File: src/hdl/uet_pkg.sv
`timescale 1ns / 1ps
// ----------------------------------------------------------------------------
// UART transceiver package
// Shared types, register indexes and reset values of the half-duplex UART.
// ----------------------------------------------------------------------------
package uet_pkg;

    localparam int DATA_WIDTH_DEF = 8;

    localparam int CFG_IDX_W  = 2;
    localparam int CFG_DATA_W = 8;

    localparam logic [CFG_IDX_W-1:0] CFG_BIT_PERIOD         = 2'd0;
    localparam logic [CFG_IDX_W-1:0] CFG_FIRST_SAMPLE_DELAY = 2'd1;
    localparam logic [CFG_IDX_W-1:0] CFG_PARITY_ENABLE      = 2'd2;

    localparam logic [7:0] BIT_PERIOD_RST         = 8'd104;
    localparam logic [7:0] FIRST_SAMPLE_DELAY_RST = 8'd150;

    typedef enum logic [4:0] {
        TX_IDLE   = 5'b00001,
        TX_START  = 5'b00010,
        TX_DATA   = 5'b00100,
        TX_PARITY = 5'b01000,
        TX_STOP   = 5'b10000
    } tx_phase_t;

    typedef enum logic [3:0] {
        RX_IDLE   = 4'b0001,
        RX_DATA   = 4'b0010,
        RX_PARITY = 4'b0100,
        RX_STOP   = 4'b1000
    } rx_phase_t;

    typedef struct packed {
        logic [7:0] period;
        logic [7:0] first_delay;
        logic       parity_en;
    } cfg_t;

    typedef struct packed {
        logic idle;
        logic busy_next;
        logic line_next;
    } tx_status_t;

    typedef struct packed {
        logic       idle;
        logic       busy_next;
        logic       valid;
        logic [7:0] rx_data;
    } rx_status_t;

    // A timer load of zero behaves as one tick.
    function automatic logic [7:0] at_least_one(input logic [7:0] v);
        return (v == 8'd0) ? 8'd1 : v;
    endfunction

endpackage

File: src/hdl/uart_transceiver_even_parity_unit.sv
`timescale 1ns / 1ps
// ----------------------------------------------------------------------------
// Half-duplex UART transceiver, one tick per beat
// Input beats are clock ticks of the bit timers; each gives one result beat.
// ----------------------------------------------------------------------------
// Registers: an accepted input beat is held in the input register; then the
// state update, one pass of short logic, loads the result register.
// Throughput: one beat per cycle while the result side is not stalled.
// Reset: rst_n clears both sequencers to idle, counters and shift registers to
// zero, the registers to 104, 150 and 0, and empties both stages.
module uart_transceiver_even_parity_unit #(
    parameter int DATA_WIDTH = uet_pkg::DATA_WIDTH_DEF
) (
    input  logic                           clk,
    input  logic                           rst_n,
    // Input: [0] rx_line, [1] tx_request, [9:2] tx_data, [15:10] zero
    input  logic                           s_tvalid,
    output logic                           s_tready,
    input  logic [15:0]                    s_tdata,
    // Output: [0] tx_line, [1] tx_accepted, [2] link_busy, [3] rx_valid,
    // [11:4] rx_byte, [15:12] zero
    output logic                           m_tvalid,
    input  logic                           m_tready,
    output logic [15:0]                    m_tdata,
    input  logic                           cfg_we,
    input  logic [uet_pkg::CFG_IDX_W-1:0]  cfg_index,
    input  logic [uet_pkg::CFG_DATA_W-1:0] cfg_wdata
);

    uet_pkg::cfg_t       cfg_reg;
    uet_pkg::tx_status_t tx_status;
    uet_pkg::rx_status_t rx_status;

    logic                in_vld_reg;
    logic [15:0]         in_data_reg;
    logic                out_vld_reg;
    logic [15:0]         out_data_reg, out_data_next;
    logic                advance;
    logic                rx_in;
    logic                tx_req;
    logic                both_idle;
    logic                rx_start;
    logic                tx_start;

    always_ff @(posedge clk or negedge rst_n)
    begin
        if (!rst_n)
        begin
            cfg_reg.period      <= uet_pkg::BIT_PERIOD_RST;
            cfg_reg.first_delay <= uet_pkg::FIRST_SAMPLE_DELAY_RST;
            cfg_reg.parity_en   <= 1'b0;
        end
        else if (cfg_we)
        begin
            unique case (cfg_index)
                uet_pkg::CFG_BIT_PERIOD:         cfg_reg.period      <= cfg_wdata;
                uet_pkg::CFG_FIRST_SAMPLE_DELAY: cfg_reg.first_delay <= cfg_wdata;
                uet_pkg::CFG_PARITY_ENABLE:      cfg_reg.parity_en   <= cfg_wdata[0];
                default:                         ;
            endcase
        end
    end

    // A tick is applied when the result register is free or being emptied.
    assign advance  = in_vld_reg && (!out_vld_reg || m_tready);
    assign s_tready = !in_vld_reg || advance;

    always_ff @(posedge clk or negedge rst_n)
    begin
        if (!rst_n)
        begin
            in_vld_reg <= 1'b0;
        end
        else if (s_tready)
        begin
            in_vld_reg <= s_tvalid;
        end
    end

    always_ff @(posedge clk)
    begin
        if (s_tready && s_tvalid)
        begin
            in_data_reg <= s_tdata;
        end
    end

    assign rx_in     = in_data_reg[0];
    assign tx_req    = in_data_reg[1];
    assign both_idle = tx_status.idle && rx_status.idle;
    assign rx_start  = advance && both_idle && !rx_in;
    assign tx_start  = advance && both_idle && rx_in && tx_req;

    uet_tx #(
        .DATA_WIDTH (DATA_WIDTH)
    ) u_tx (
        .clk    (clk),
        .rst_n  (rst_n),
        .step   (advance),
        .start  (tx_start),
        .data   (in_data_reg[2 +: DATA_WIDTH]),
        .cfg    (cfg_reg),
        .status (tx_status)
    );

    uet_rx #(
        .DATA_WIDTH (DATA_WIDTH)
    ) u_rx (
        .clk    (clk),
        .rst_n  (rst_n),
        .step   (advance),
        .start  (rx_start),
        .rx_in  (rx_in),
        .cfg    (cfg_reg),
        .status (rx_status)
    );

    assign out_data_next = {4'd0,
                            rx_status.rx_data,
                            rx_status.valid,
                            tx_status.busy_next || rx_status.busy_next,
                            tx_start,
                            tx_status.line_next};

    always_ff @(posedge clk or negedge rst_n)
    begin
        if (!rst_n)
        begin
            out_vld_reg <= 1'b0;
        end
        else if (advance)
        begin
            out_vld_reg <= 1'b1;
        end
        else if (m_tready)
        begin
            out_vld_reg <= 1'b0;
        end
    end

    always_ff @(posedge clk)
    begin
        if (advance)
        begin
            out_data_reg <= out_data_next;
        end
    end

    assign m_tvalid = out_vld_reg;
    assign m_tdata  = out_data_reg;

    // Half duplex: the two sequencers are never active together.
    assert property (@(posedge clk) disable iff (!rst_n)
        !(!tx_status.idle && !rx_status.idle))
    else $error("transmitter and receiver active at once");

    // An accepted request always leaves the link busy.
    assert property (@(posedge clk) disable iff (!rst_n)
        m_tvalid && m_tdata[1] |-> m_tdata[2])
    else $error("request taken without a busy link");

    // A received byte and an accepted request never share one beat.
    assert property (@(posedge clk) disable iff (!rst_n)
        m_tvalid |-> !(m_tdata[1] && m_tdata[3]))
    else $error("receive and transmit events on one beat");

    // Every applied tick leaves a result beat behind.
    assert property (@(posedge clk) disable iff (!rst_n)
        advance |=> m_tvalid)
    else $error("applied tick produced no result beat");

endmodule

File: src/hdl/uet_tx.sv
`timescale 1ns / 1ps
// ----------------------------------------------------------------------------
// UART transmitter
// Frame sequencer for start, data, optional even parity and stop bits.
// ----------------------------------------------------------------------------
module uet_tx #(
    parameter int DATA_WIDTH = uet_pkg::DATA_WIDTH_DEF
) (
    input  logic                   clk,
    input  logic                   rst_n,
    input  logic                   step,
    input  logic                   start,
    input  logic [DATA_WIDTH-1:0]  data,
    input  uet_pkg::cfg_t          cfg,
    output uet_pkg::tx_status_t    status
);

    localparam int IDX_W = $clog2(DATA_WIDTH);
    localparam logic [3:0] LAST_COUNT = 4'(DATA_WIDTH);

    uet_pkg::tx_phase_t    phase_reg, phase_next;
    logic [DATA_WIDTH-1:0] shift_reg, shift_next;
    logic [3:0]            count_reg, count_next;
    logic [7:0]            timer_reg, timer_next;
    logic                  parity_reg, parity_next;
    logic [7:0]            timer_dec;
    logic                  line;

    always_comb
    begin
        phase_next  = phase_reg;
        shift_next  = shift_reg;
        count_next  = count_reg;
        timer_next  = timer_reg;
        parity_next = parity_reg;
        timer_dec   = timer_reg - 8'd1;

        if (phase_reg != uet_pkg::TX_IDLE)
        begin
            timer_next = timer_dec;
            if (timer_dec == 8'd0)
            begin
                timer_next = uet_pkg::at_least_one(cfg.period);
                unique case (phase_reg)
                    uet_pkg::TX_START:
                    begin
                        phase_next = uet_pkg::TX_DATA;
                        count_next = 4'd0;
                    end
                    uet_pkg::TX_DATA:
                    begin
                        count_next = count_reg + 4'd1;
                        if (count_next >= LAST_COUNT)
                        begin
                            phase_next = cfg.parity_en ? uet_pkg::TX_PARITY
                                                       : uet_pkg::TX_STOP;
                        end
                    end
                    uet_pkg::TX_PARITY: phase_next = uet_pkg::TX_STOP;
                    default:            phase_next = uet_pkg::TX_IDLE;
                endcase
            end
        end

        if (start)
        begin
            phase_next  = uet_pkg::TX_START;
            timer_next  = uet_pkg::at_least_one(cfg.period);
            shift_next  = data;
            count_next  = 4'd0;
            parity_next = ^data;
        end
    end

    // Line level follows the state after this tick's update.
    always_comb
    begin
        unique case (phase_next)
            uet_pkg::TX_START:  line = 1'b0;
            uet_pkg::TX_DATA:   line = shift_next[count_next[IDX_W-1:0]];
            uet_pkg::TX_PARITY: line = parity_next;
            default:            line = 1'b1;
        endcase
    end

    always_ff @(posedge clk or negedge rst_n)
    begin
        if (!rst_n)
        begin
            phase_reg  <= uet_pkg::TX_IDLE;
            shift_reg  <= '0;
            count_reg  <= 4'd0;
            timer_reg  <= 8'd0;
            parity_reg <= 1'b0;
        end
        else if (step)
        begin
            phase_reg  <= phase_next;
            shift_reg  <= shift_next;
            count_reg  <= count_next;
            timer_reg  <= timer_next;
            parity_reg <= parity_next;
        end
    end

    assign status.idle      = (phase_reg == uet_pkg::TX_IDLE);
    assign status.busy_next = (phase_next != uet_pkg::TX_IDLE);
    assign status.line_next = line;

endmodule

File: src/hdl/uet_rx.sv
`timescale 1ns / 1ps
// ----------------------------------------------------------------------------
// UART receiver
// Samples data bits LSB first, skips the parity and stop bits.
// ----------------------------------------------------------------------------
module uet_rx #(
    parameter int DATA_WIDTH = uet_pkg::DATA_WIDTH_DEF
) (
    input  logic                clk,
    input  logic                rst_n,
    input  logic                step,
    input  logic                start,
    input  logic                rx_in,
    input  uet_pkg::cfg_t       cfg,
    output uet_pkg::rx_status_t status
);

    localparam int IDX_W = $clog2(DATA_WIDTH);
    localparam logic [3:0] LAST_COUNT = 4'(DATA_WIDTH);

    uet_pkg::rx_phase_t    phase_reg, phase_next;
    logic [DATA_WIDTH-1:0] shift_reg, shift_next;
    logic [3:0]            count_reg, count_next;
    logic [7:0]            timer_reg, timer_next;
    logic [7:0]            timer_dec;
    logic                  valid;

    always_comb
    begin
        phase_next = phase_reg;
        shift_next = shift_reg;
        count_next = count_reg;
        timer_next = timer_reg;
        timer_dec  = timer_reg - 8'd1;
        valid      = 1'b0;

        if (phase_reg != uet_pkg::RX_IDLE)
        begin
            timer_next = timer_dec;
            if (timer_dec == 8'd0)
            begin
                timer_next = uet_pkg::at_least_one(cfg.period);
                unique case (phase_reg)
                    uet_pkg::RX_DATA:
                    begin
                        shift_next = shift_reg
                                   | (DATA_WIDTH'(rx_in) << count_reg[IDX_W-1:0]);
                        count_next = count_reg + 4'd1;
                        if (count_next >= LAST_COUNT)
                        begin
                            valid      = 1'b1;
                            phase_next = cfg.parity_en ? uet_pkg::RX_PARITY
                                                       : uet_pkg::RX_STOP;
                        end
                    end
                    uet_pkg::RX_PARITY: phase_next = uet_pkg::RX_STOP;
                    default:            phase_next = uet_pkg::RX_IDLE;
                endcase
            end
        end

        if (start)
        begin
            phase_next = uet_pkg::RX_DATA;
            timer_next = uet_pkg::at_least_one(cfg.first_delay);
            shift_next = '0;
            count_next = 4'd0;
        end
    end

    always_ff @(posedge clk or negedge rst_n)
    begin
        if (!rst_n)
        begin
            phase_reg <= uet_pkg::RX_IDLE;
            shift_reg <= '0;
            count_reg <= 4'd0;
            timer_reg <= 8'd0;
        end
        else if (step)
        begin
            phase_reg <= phase_next;
            shift_reg <= shift_next;
            count_reg <= count_next;
            timer_reg <= timer_next;
        end
    end

    assign status.idle      = (phase_reg == uet_pkg::RX_IDLE);
    assign status.busy_next = (phase_next != uet_pkg::RX_IDLE);
    assign status.valid     = valid;
    assign status.rx_data   = valid ? 8'(shift_next) : 8'd0;

endmodule

File: config.mk
export PLATFORM = sky130hd
export DESIGN_NAME = uart_transceiver_even_parity_unit
export DESIGN_NICKNAME = d
export VERILOG_FILES = /design/src/hdl/uet_pkg.sv /design/src/hdl/uart_transceiver_even_parity_unit.sv /design/src/hdl/uet_tx.sv /design/src/hdl/uet_rx.sv
export SDC_FILE = /design/constraint.sdc
export NUM_CORES = 1
export LEC_CHECK = 0
export BUFFER_PORTS_ARGS = -buffer_cell sky130_fd_sc_hd__buf_2
export CORE_MARGIN = 5
export CORE_UTILIZATION = 35
export CTS_CLUSTER_DIAMETER = 40
export DETAILED_ROUTE_END_ITERATION = 12
export PLACE_DENSITY = 0.59
export SLEW_MARGIN = 20
export SYNTH_ARGS = -nofsm -noshare
export SYNTH_HDL_FRONTEND = slang
export SYNTH_SLANG_ARGS = --single-unit
File: constraint.sdc
create_clock -name clk -period 4.15 [get_ports clk]
set_input_delay 0.2075 -clock clk [delete_from_list [all_inputs] [get_ports clk]]
set_output_delay 0.2075 -clock clk [all_outputs]
set_load 0.01 [all_outputs]
# Word-level counts from Yosys, hierarchy flattened
# Cells that the tools add are included.
# Widths: inputs -> output; s select.
classes:
  n_reduce_logical: 33
  magnitude_cmp: 3
  muxes: 43
  n_div: 0
  n_shift: 1
  multipliers: 0
  eq_ne: 16
  bitwise_logic: 1
  n_addsub: 4
op_table:
  columns: ["operator", "count"]
  rows:
  - ["$mux 8", 13]
  - ["$mux 4", 12]
  - ["$logic_not 8->1", 4]
  - ["$mux 5", 5]
  - ["$pmux 4 s2", 2]
  - ["$sub 8x1->8 const B", 2]
  - ["$pmux 5 s3", 1]
  - ["$reduce_bool 2->1", 6]
  - ["$eq 5x2->1 const B", 2]
  - ["$eq 5x3->1 const B", 2]
  - ["$eq 5x4->1 const B", 2]
  - ["$ne 5x1->1 const B", 2]
  - ["$reduce_and 2->1", 5]
  - ["$add 4x1->4 const B", 2]
  - ["$ge 4x4->1 const B", 2]
  - ["$mux 1", 8]
  - ["$ne 4x1->1 const B", 2]
  - ["$or 8x8->8", 1]
  - ["$reduce_and 4->1", 2]
  - ["$reduce_xor 8->1", 1]
  - ["$shl 1x3->8", 1]
  - ["$logic_and 1x1->1", 7]
  - ["$eq 5x1->1 const B", 1]
  - ["$eq 4x1->1 const B", 1]
  - ["11 further kinds", 15]
totals:
  mem_bits_ro: 0
  word_cells: 119
  memories: 0
  inputBits: 31
  ram_bits: 0
  latch_bits: 0
  ff_bits: 91

# Depth between registers and ports, before layout
logic_depth:
  ltp_word: 10
  mapped_depth: 12
  ltp_nobuf: 10

# By module
# Synthesis repeated with hierarchy kept, for this count alone.
hier_totals:
  cells_unflattened: 474
  hier_area_um2: 4984.8
modules_own_cells:
  columns: ["mod", "instances", "seq_area_each_um2", "cells_each", "area_each_um2"]
  rows:
  - ["uet_tx", 1, 651.9, 208, 1901.8]
  - ["uet_rx", 1, 601.8, 189, 1606.5]
  - ["uart_transceiver_even_parity_unit", 1, 1144.8, 77, 1476.4]

# Least setup slack after synthesis
# Ideal clock, no wire load.
synth_path:
  path_kind: "reg-to-reg"
  startpoint: "register u_tx.timer_reg[0]"
  endpoint: "register out_data_reg[0] (netlist: m_tdata[0]) (data pin)"
  period_less_slack_ns: 2.912
  setup_time_ns: 0.261
  path_buffers: 0
  stages_incl_launch_ff: 11
  arrival_time_ns: 2.651
  setup_slack_ns: 1.238
  cell_sequence: "dfrtp_1 inv_1 ha_1 or4_1 or4_4 a221o_1 a31o_4 mux2i_1 mux2i_1 mux2i_1 a31oi_1"
synth_between:
  elab_chain_cells: 8
  elab_cells_between_ends: 14
  cone_classes: "add/sub: 1; eq/ne: 3; mux: 9; reduce/logical: 1"
synth_lines:
  columns: ["item", "line_no", "rtl"]
  rows:
  - ["start, declared", "uet_tx.sv:24", "logic [7:0] timer_reg, timer_next;"]
  - ["start signal, assigned", "uet_tx.sv:101", "timer_reg <= timer_next;"]
  - ["$sub 8x1->8 *", "uet_tx.sv:36", "timer_dec = timer_reg - 8'd1;"]
  - ["$logic_not 8->1 *", "uet_tx.sv:41", "if (timer_dec == 8'd0)"]
  - ["$mux 4", "uet_tx.sv:41", null]
  - ["$mux 4", "uet_tx.sv:38", "if (phase_reg != uet_pkg::TX_IDLE)"]
  - ["$mux 4", "uet_tx.sv:65", "if (start)"]
  - ["$bmux 1 s3", "uet_tx.sv:80", "uet_pkg::TX_DATA: line = shift_next[count_next[IDX_W-1:0]];"]
  - ["$mux 1 (implied by the code)", "uet_tx.sv:80", null]
  - ["$pmux 1 s3 *", "uet_tx.sv:78", "unique case (phase_next)"]
  - ["net out_data_next[0]", "uart_transceiver_even_parity_unit.sv:37", "logic [15:0] out_data_reg, out_data_next;"]
  - ["end signal, assigned", "uart_transceiver_even_parity_unit.sv:145", "out_data_reg <= out_data_next;"]
  - ["end, declared", "uart_transceiver_even_parity_unit.sv:37", null]
# The timed path passes the listed nets; every way through them passes the cells marked *. The select of a mux whose other input is x is not followed.
# A chain may end at the register's enable or synchronous reset.

# Worst setup path after layout
# Ends and elaborated chain as after synthesis.

==> flow_metrics.env <==
export IMPL_crit_fanout=7
export IMPL_antennaDiodeCount=0
export IMPL_path_cells="inv_1, ha_1, or4_1, or4_4, a221o_1, a31o_4, mux2i_1, mux2i_1, mux2i_1, a31oi_1"
export IMPL_clk_latency_ns=0.35
export IMPL_die_area_um2=15700
export IMPL_cts_sinks=91
export IMPL_cts_buffers_inserted=9
export IMPL_ant_nets=0
export IMPL_wirelength_um=9790
export IMPL_worstSetupEndpointType="flop"
export IMPL_io_pins=49
export IMPL_hold_depth=1
export IMPL_vdd_drop_max_mv=0.241
export IMPL_hp_start="s_tdata[6]"
export IMPL_synthTopCellsByCount="dfrtp_1 (60), nor2_1 (43), nand2_1 (41), a21oi_1 (38), o21ai_1 (36)"
export IMPL_leakagePower_nw=2.22
export IMPL_grt_first_pass_wirelength_um=17200
export IMPL_die_w_um=125
export IMPL_setup_slack_ns=0.984
export IMPL_rsz0062_at_grt="false"
export IMPL_grt_ovfl_total=0
export IMPL_drive_gt1_share_pct=21.3
export IMPL_slew_headroom_pct=36.2
export IMPL_place_ws_ns=0.963
export IMPL_largest_reg_flops=17
export IMPL_max_freq_mhz=316
export IMPL_final_max_slew_violation_count=0
export IMPL_maxCapViolations=0
export IMPL_antenna_found_initial=0
export IMPL_viasPerCell=5.10
export IMPL_synth_area_top_cells="dfrtp_1 (32%), edfxtp_1 (14%), dfstp_2 (5.1%), mux2_2 (5.1%), a21oi_1 (4.1%)"
export IMPL_clockBufferDepth=2
export IMPL_hp_class="in -> reg"
export IMPL_hold_violations=0
export IMPL_syn_to_final_growth_pct=15.3
export IMPL_tightestPinTransition_ns=0.950
export IMPL_slowest_delay_ns=0.52
export IMPL_r2r_worst_path_cells=10
export IMPL_tns_ns=0
export IMPL_hold_end="in_data_reg[6]"
export IMPL_portBuffers=38
export IMPL_grt_pass1_vias=3464
export IMPL_grt_max_degree=44
export IMPL_cts_tree="done"
export IMPL_dp_hpwl_um=6960
export IMPL_status="finished clean"
export IMPL_synth_ff_type="dfrtp_1"
export IMPL_period_needed_ns=3.17
export IMPL_wire_per_inst_um=14.6
export IMPL_synth_cell_types=67
export IMPL_crit_top_cell="mux2i_1"
export IMPL_skew_ns=0.00466
export IMPL_drcViolationCount=0
export IMPL_period_share_pct=76.3
export IMPL_synthesis_area_um2=4650
export IMPL_ctsResizeCount=0
export IMPL_path_buf_inv=1
export IMPL_ys_ff_latch=91
export IMPL_first_iter_violations=184
export IMPL_rows=42
export IMPL_worst_ep_required_time_ns=4.25
export IMPL_h_tree_depth=3
export IMPL_die_h_um=125
export IMPL_root_buffer="clkbuf_16"
export IMPL_critPathKind="reg -> reg"
export IMPL_core_area_um2=13100
export IMPL_worstPathArrival_ns=3.26
export IMPL_ys_seq_area_share_pct=51.6
export IMPL_yosys_area_top_type="dfrtp_1"
export IMPL_power_density_nw_per_um2=532
export IMPL_syn_inst=454
export IMPL_hold_worst_slack_ns=0.0314
export IMPL_yosysMostFrequentCell="dfrtp_1"
export IMPL_async_flop_share_pct=75.8
export IMPL_routabilityCongestion=0.844
export IMPL_synthDominantCellAreaShare_pct=32.3
export IMPL_clkTransAtPathRegs_ns=0.07
export IMPL_crit_slowest_cell="or4_1"
export IMPL_cp_start_kind="flop"
export IMPL_timing_rr_end="m_tdata[0]"
export IMPL_critical_path_top_delay_family="simple AND/OR/NAND/NOR gates"
export IMPL_synth_edf_count=22
export IMPL_vias=3419
export IMPL_setup_viol=0
export IMPL_firstDrtPassIters=4
export IMPL_synth_warnings=0
export IMPL_grt_usage_pct=13.5
export IMPL_worstSetupStartpoint="u_tx.timer_reg[0]"
export IMPL_fin_nets=526
export IMPL_reg2reg_slack_ns=0.98
export IMPL_start_util_pct=35.4
export IMPL_syn_avg_cell_area_um2=10.2
export IMPL_rr_startpoint="u_tx.timer_reg[0]"
==> routing by layer <==
layer / GRT usage, % / vias to the layer above / share of wire [%]
met3: 3.03 / 13 / 4.4
met2: 20.2 / 60 / 46
li1: - / 1699 / -
met5: 0 / - / 0
met4: 6.89 / 0 / 2.1
met1: 18.3 / 1647 / 48
==> how the worst max path moves through the flow <==
stage	end	slack (ns)	cells past startpoint
after detailed placement	m_tdata[0]	0.96	10
final	m_tdata[0]	0.98	10
after global routing	u_rx.shift_reg[1]	0.65	10
after floorplan	m_tdata[0]	1.24	10
after global placement	m_tdata[0]	1.00	10
after CTS	m_tdata[0]	0.96	10
==> timing repair <==
| item | 4_1_cts | 5_1_grt |
|---|---|---|
| endpoints found under the hold margin | 0 | 14 |
| setup buffers | 0 | 0 |
| hold buffers | 0 | 1 |
==> per-stage QoR <==
step                cell area (um^2)  power [mW]  std cells  utilization [%]
floorplan                       4660        1.74        457                -
global placement                4980        1.90        652             37.9
detailed placement              4980        1.91        652             37.9
CTS                             5330        2.88        668             40.5
global route                    5360        3.04        670             40.8
finish                          5360        2.85        670             40.8
==> power by group <==
part | internal (mW) | total, mW | leakage (nW) | switching [mW]
Combinational | 0.292 | 0.644 | 0.980 | 0.352
Clock | 0.593 | 0.954 | 0.163 | 0.361
Sequential | 1.08 | 1.25 | 1.08 | 0.171
==> cells in the final DEF, fill, tap and decap left out, drive strengths merged, types with 3 or more instances in the layout <==
master	instances
xnor2	13
o21ai	41
clkbuf	9
buf	42
or4	9
mux2i	8
nand2b	6
nand3b	5
nor4	6
a31oi	5
nand4	3
nor2b	4
edfxtp	22
mux2	27
or2	3
nor2	45
inv	13
and2	3
xor2	3
and3	5
dfstp	9
nor3	12
nand3	13
ha	6
conb	4
nor3b	3
nand2	42
dfrtp	60
a21oi	39
bufinv	3
==> layout make-up <==
| type | instances | area [um^2] |
|---|---|---|
| repair buffers | 43 | 243 |
| multi-input cells | 333 | 2100 |
| well taps | 176 | 220 |
| clock buffers | 9 | 225 |
| fillers | 1326 | 7780 |
| inverters | 11 | 48.8 |
| flip-flops and latches | 91 | 2400 |
| clock inverters | 7 | 123 |
==> worst reg2reg max path, stage by stage, from the launching register on <==
cell	delay, ns
dfrtp_1	0.45
inv_1	0.07
ha_1	0.24
or4_1	0.52
or4_4	0.45
a221o_1	0.37
a31o_4	0.28
mux2i_1	0.15
mux2i_1	0.09
mux2i_1	0.19
a31oi_1	0.11
==> logic make-up after synthesis <==
family                   count (synthesis)  synth area share [%]
multiplexers                            35                  8.26
other                                    1                0.0806
adder cells (fa/ha/maj)                  6                  1.61
buffers and inverters                   33                  3.71
flip-flops                              91                  51.6
AO/OA/AOI/OAI                          107                  13.7
AND/OR/NAND/NOR                        165                  18.1
XOR/XNOR                                16                  3.01
Power figures use the tool's default switching activity.
